[config.mk]
export PLATFORM = sky130hd
export DESIGN_NAME = aic_ram
export DESIGN_NICKNAME = d
export VERILOG_FILES = /design/src/hdl/aic_ram.sv
export SDC_FILE = /design/constraint.sdc
export NUM_CORES = 1
export LEC_CHECK = 0
export BUFFER_PORTS_ARGS = -buffer_cell sky130_fd_sc_hd__buf_4
export CAP_MARGIN = 20
export CORE_ASPECT_RATIO = 1.75
export CORE_MARGIN = 5
export CORE_UTILIZATION = 30
export DETAILED_ROUTE_END_ITERATION = 16
export GPL_TIMING_DRIVEN = 0
export PLACE_DENSITY = 0.47
export RECOVER_POWER = 100
export SLEW_MARGIN = 20
export SYNTH_ARGS = -nofsm -noshare
export SYNTH_HDL_FRONTEND = slang
export SYNTH_SLANG_ARGS = --single-unit
[constraint.sdc]
create_clock -name clk_i -period 1.9 [get_ports clk_i]
set_input_delay 0.19 -clock clk_i [delete_from_list [all_inputs] [get_ports clk_i]]
set_output_delay 0.19 -clock clk_i [all_outputs]
set_load 0.03 [all_outputs]
[src/hdl/aic_ram.sv]
// Generic simple dual-port RAM, one write and one registered read port.
module aic_ram #(
  parameter int unsigned WIDTH = 8,
  parameter int unsigned DEPTH = 16,
  localparam int unsigned AW = (DEPTH > 1) ? $clog2(DEPTH) : 1
) (
  input  logic             clk_i,
  input  logic             we_i,
  input  logic [AW-1:0]    waddr_i,
  input  logic [WIDTH-1:0] wdata_i,
  input  logic             re_i,
  input  logic [AW-1:0]    raddr_i,
  output logic [WIDTH-1:0] rdata_o
);

  logic [WIDTH-1:0] mem_q [DEPTH];
  logic [WIDTH-1:0] rdata_q;

  always_ff @(posedge clk_i) begin
    if (we_i) begin
      mem_q[waddr_i] <= wdata_i;
    end
    if (re_i) begin
      rdata_q <= mem_q[raddr_i];
    end
  end

  assign rdata_o = rdata_q;

endmodule

* Word-level counts from Yosys, hierarchy flattened
Memory sizes are Yosys's and may differ from the RTL's. A register that Yosys moved wholly into a read port is not among the register bits. Index checks and enable logic that the tools add are counted. Widths: inputs -> output; s select.
Operators by class: multiplexer cells 2
Operators by type and width (count):
- $mux 1 | 2
Word-level totals: RAM bits 128, bits in registers 0, bits of input ports 19, word-level logic and storage cells 3, output and inout port bits 8, memories kept 1
Memory list:
- mem_q | depth 16, bits a word 8, read ports 1, clocked after memory_dff 1, wr ports 1, line 16 | logic [WIDTH-1:0] mem_q [DEPTH];

* Depth between registers and ports, before layout
Gate-level depths: netlist (run 1).
depth after elaboration 2, gate-level depth with buffers 5, gate-level depth less buffers 3

* Worst setup path before layout (run 1)
No wires, ideal clock.
kind input to register, start input port waddr_i[2], end memory mem_q[0][0], enable pin, buffers on the path 0, data required time 1517 ps, setup time 383 ps, setup slack 217 ps, stages 2, arrival 1300 ps, cells stage by stage or3b_2 > nor3_1
RTL lines:
- start: declaration | line 9 | input logic [AW-1:0] waddr_i,
- end: declaration | line 16
No word-level cell before the write port.

* Worst setup path after layout (run 1)
start input port waddr_i[2], end memory mem_q[8][0], enable pin
No word-level cell before the write port.

==> results of run 1 <==
==> sequential cells by signal, summed over array words and instances, names as in the netlist <==
| signal | flops |
|---|---|
| mem_q | 128 |
| rdata_o | 8 |
==> Yosys cell counts (all sizes together) <==
cell,count
a22oi,16
and2,1
and2b,1
buf,7
clkdlybuf4s25,3
edfxtp,136
mux4,32
nand2,9
nand2b,2
nand3,1
nand3b,2
nor2,13
nor2b,1
nor3,4
or3b,1
==> critical path, stage by stage <==
cell and delay, ps:
buf_4 120, nand3b_1 250, nor3_1 1070
==> per-stage QoR <==
stage | util | cell area, um^2 | hold slack [ps]
global route | 0.359 | 6210 | 210
CTS | 0.364 | 6290 | 40.7
floorplan | - | 5230 | 289
finish | 0.359 | 6210 | 208
global placement | 0.330 | 5700 | 470
detailed placement | 0.331 | 5720 | 478
==> routing by layer <==
metal	track usage	part of all wire	vias to the layer above
met1	0.133	0.37	1198
met3	0.0291	0.037	15
met2	0.211	0.56	66
met4	0.0709	0.036	0
li1	-	-	1071
met5	0	0	-
==> kinds of logic after synthesis <==
kind of cell           synth area share
AND/OR/NAND/NOR                  0.0314
buffers and inverters            0.0165
flip-flops                        0.781
AO/OA/AOI/OAI                    0.0230
multiplexers                      0.148
==> layout make-up <==
cell class	instances	area (um^2)
Sequential cell	136	4080
Timing Repair Buffer	25	120
Clock buffer	19	433
Tap cell	231	289
Fill cell	1662	11100
Buffer	10	86.3
Clock inverter	12	134
Multi-Input combinational cell	83	1060
==> path summary, 6_finish.rpt <==
path           startpoint          end  slack [ps]  depth (start not counted)
max            waddr_i[2]  mem_q[8][0]         280                          3
min                  re_i   rdata_o[1]         210                          1
max reg2reg   mem_q[1][1]   rdata_o[1]         320                          3
min reg2reg  mem_q[14][3]   rdata_o[3]         770                          3
==> power groups by stage <==
| stage | sequential, mW | combinational, mW | clock [mW] |
|---|---|---|---|
| after floorplan | 3.49 | 0.171 | 0 |
| after global placement | 3.45 | 0.377 | 0 |
| after detailed placement | 3.46 | 0.387 | 0 |
| after CTS | 3.40 | 0.388 | 3.22 |
| after global routing | 3.40 | 0.382 | 3.33 |
| final | 3.40 | 0.352 | 3.15 |
==> flow_metrics.tcl, run 1 <==
set metrics [dict create \
    total_power_mw 6.90 \
    worst_setup_path_start_kind "input pin" \
    path_max_fanout 8 \
    finalCriticalPeriod_ps 1620 \
    wire_per_inst_um 21.8 \
    syn-num-nets 248 \
    crit_type "in -> reg" \
    clk_pin_slew_ps 60 \
    outcome "completed" \
    ys_seq_elements 136 \
    yosysTopAreaCell "edfxtp_1" \
    cts_tree "done" \
    cts_htree_levels 4 \
    vias 2350 \
    p_per_area_mw_per_mm2 1110 \
    grt-ovfl-total 0 \
    port_buffers 25 \
    netSwitchingPower_mw 1.37 \
    area_growth_pct 18.8 \
    grt_max_degree 17 \
    rsz0062_at_grt "false" \
    nets 292 \
    swShare 0.198 \
    max-vdd-ir-drop_v 0.000425 \
    grt_pass1_vias 2577 \
    tns_ps 0 \
    yosysSeqAreaShare 0.781 \
    synth_cells 229 \
    crit_required_ps 1910 \
    maxCapViolations 0 \
    fp-row-count 64 \
    relSlewSlack 0.0862 \
    gp_congestion 0.809 \
    syn_avg_cell_area_um2 22.8 \
    drive_above_1_share 0.214 \
    setup_ws_ps 278 \
    yosys_warnings 0 \
    gr-usage-all-layers 0.122 \
    postCtsResizedCells 0 \
    clockBufferDepth 2 \
    start_util 0.302 \
    fp.dieArea_mm2 0.0203 \
    cts_buffers 17 \
    antenna_found_initial 0 \
    layout_common_cells "edfxtp_1 (136), clkbuf_1 (20), mux4_2 (18)" \
    die_w_um 110 \
    cts-root-buf "clkbuf_16" \
    clock_latency_ps 410 \
    die_h_um 185 \
    p_seq_frac 0.492 \
    syn_area_mm2 0.00523 \
    cp.arrival_ps 1640 \
    core_mm2 0.0173 \
    p_clk_frac 0.457 \
    internal_power_mw 5.54 \
    p_leak_nw 1.98 \
    hold_class "in -> reg" \
    ys_types 18 \
    routed_wl_um 11200 \
    ant_nets 0 \
    cts_sinks 136 \
    final_cells 516 \
    grt_pass1_wl_um 16700 \
    hold_violations 0 \
    combPwrFrac 0.051 \
    final_common_cell "edfxtp_1" \
    route.detailed.drc 0 \
    place_inst 485 \
    place_ws_ps -71.8 \
    drt_iter0_drc 135 \
    skew_ps 7.09 \
    drt-pass1-iter-count 4 \
    synth_top_area_frac 0.781 \
    hold_buffers 0 \
    worstMarginPinSlew_ps 1360 \
    synthTopCellsByArea "edfxtp_1 (78%), mux4_2 (7.8%), mux4_1 (7.0%)" \
    setup_viol 0 \
    maxSlewViolCount 0 \
    cts_setup_buffers 0 \
    post-dp-hpwl_um 7560 \
    io_pins 27 \
    finalCritPeriodShare 0.854 \
    end_kind "register" \
    viasPerCell 4.55 \
    fmax_mhz 616 \
    num_antenna_cells 0 \
]
(Power assumes the default switching activity.)
==> run 2, diff against run 1 <==
--- a/config.mk
+++ b/config.mk
@@ -6,13 +6,12 @@
 export NUM_CORES = 1
 export LEC_CHECK = 0
 export BUFFER_PORTS_ARGS = -buffer_cell sky130_fd_sc_hd__buf_4
-export CAP_MARGIN = 20
 export CORE_ASPECT_RATIO = 1.75
 export CORE_MARGIN = 5
-export CORE_UTILIZATION = 30
+export CORE_UTILIZATION = 40
 export DETAILED_ROUTE_END_ITERATION = 16
 export GPL_TIMING_DRIVEN = 0
-export PLACE_DENSITY = 0.47
+export PLACE_DENSITY = 0.68
 export RECOVER_POWER = 100
 export SLEW_MARGIN = 20
 export SYNTH_ARGS = -nofsm -noshare
==> flow_metrics.tcl, run 2 (same netlist as run 1, synthesis figures left out) <==
set metrics [dict create \
    outcome "completed" \
    grt_pass1_vias 2620 \
    die_h_um 161 \
    core_mm2 0.0129 \
    holdPathStages 1 \
    fmax_mhz 618 \
    clock_latency_ps 410 \
    r2r_slack_ps 320 \
    gp_congestion 0.842 \
    post-dp-hpwl_um 6730 \
    num_antenna_cells 0 \
    grt-ovfl-total 0 \
    clockBufferDepth 2 \
    cts_sinks 136 \
    skew_ps 10.6 \
    layout_common_cells "edfxtp_1 (136), clkbuf_1 (21), mux4_2 (18)" \
    cts_buffers 17 \
    drt-pass1-iter-count 5 \
    regMostFlops "mem_q" \
    r2r-end "rdata_o[3]" \
    fp-row-count 55 \
    cts_htree_levels 4 \
    ant_nets 0 \
    largest_register_ffs 128 \
    grt_max_degree 17 \
    worstMarginPinSlew_ps 1350 \
    tns_ps 0 \
    route.detailed.drc 0 \
    rsz0062_at_grt "false" \
    cp.arrival_ps 1630 \
    finalCritPeriodShare 0.852 \
    setup_ws_ps 281 \
    drive_above_1_share 0.224 \
    fin_util 0.478 \
    start_util 0.406 \
    crit_type "in -> reg" \
    end_kind "register" \
    place_ws_ps 11.3 \
    max-vdd-ir-drop_v 0.000660 \
    antenna_found_initial 0 \
    min-delay-start "re_i" \
    cts_setup_buffers 0 \
    drt_iter0_drc 269 \
    startpoint "waddr_i[2]" \
    hold_violations 0 \
    routed_wl_um 10200 \
    nets 292 \
    gr-usage-all-layers 0.144 \
    finalCriticalPeriod_ps 1620 \
    io_pins 27 \
    hold_buffers 0 \
    cts_tree "done" \
    p_per_area_mw_per_mm2 1130 \
    fillCellCount 1076 \
    postCtsResizedCells 0 \
    hold_class "in -> reg" \
    worstReg2RegStart "mem_q[1][3]" \
    grt_pass1_wl_um 15400 \
    vias 2413 \
    die_w_um 96.4 \
    viasPerCell 5.28 \
    wire_per_inst_um 22.2 \
    worst_setup_path_start_kind "input pin" \
    final_common_cell "edfxtp_1" \
    multi_input_area_mm2 0.00106 \
    path_max_fanout 8 \
    p_leak_nw 1.98 \
    cts-root-buf "clkbuf_16" \
    min_to "rdata_o[3]" \
    relSlewSlack 0.0958 \
    clk_pin_slew_ps 60 \
    rr_worst_depth 3 \
    maxSlewViolCount 0 \
    whs_ps 185 \
    maxCapViolations 0 \
    setup_viol 0 \
    area_growth_pct 17.6 \
    port_buffers 25 \
    fp.dieArea_mm2 0.0155 \
    register_area_mm2 0.00408 \
    crit_required_ps 1910 \
]
[run 2: cell types whose count changed in the layout (fill, tap and decap cells not counted)]
cell | before | now
buf_4 | 8 | 6
clkbuf_1 | 20 | 21
clkinv_1 | 5 | 2
clkinv_2 | 2 | 4
clkinv_4 | 0 | 2
clkinvlp_4 | 2 | 3
[run 2: worst max path at each step]
stage,to,slack [ps],depth (start not counted)
final,mem_q[8][7],280,3
after floorplan,mem_q[0][0],220,2
after CTS,rdata_o[3],340,3
after global placement,mem_q[0][2],-400,3
after global routing,mem_q[8][4],170,3
after detailed placement,mem_q[2][2],10,3
[run 2: area by class of cell]
cell class / count / share of cell area
buffer: 10 / 0.0140
clock buffer: 18 / 0.0698
clock inverter: 14 / 0.0257
multi-input combinational: 83 / 0.173
sequential: 136 / 0.664
tap: 171 / 0.0348
timing repair buffer: 25 / 0.0183
[run 2: stage by stage]
stage | power [mW] | std cells | area, um^2
final | 6.96 | 457 | 6150
after CTS | 7.03 | 457 | 6240
after floorplan | 3.66 | 229 | 5230
after global routing | 7.19 | 457 | 6150
after global placement | 3.81 | 425 | 5630
after detailed placement | 3.83 | 425 | 5650
[run 2: per-layer routing]
metal,vias up,GRT usage,share of wire
met5,-,0,0
met4,0,0.0875,0.039
met3,19,0.0391,0.057
met2,96,0.243,0.55
met1,1228,0.158,0.35
li1,1070,-,-
[run 2: worst max-delay path: stages]
cell and delay (ps):
clkbuf_1 110, nand3b_1 260, nor3_1 1060
[run 2: power by group]
group          leakage (nW)  switching, mW  internal, mW
Clock                 0.281           1.18          2.04
Sequential             1.24         0.0146          3.38
Combinational         0.467          0.214         0.126
Total                  1.98           1.41          5.55
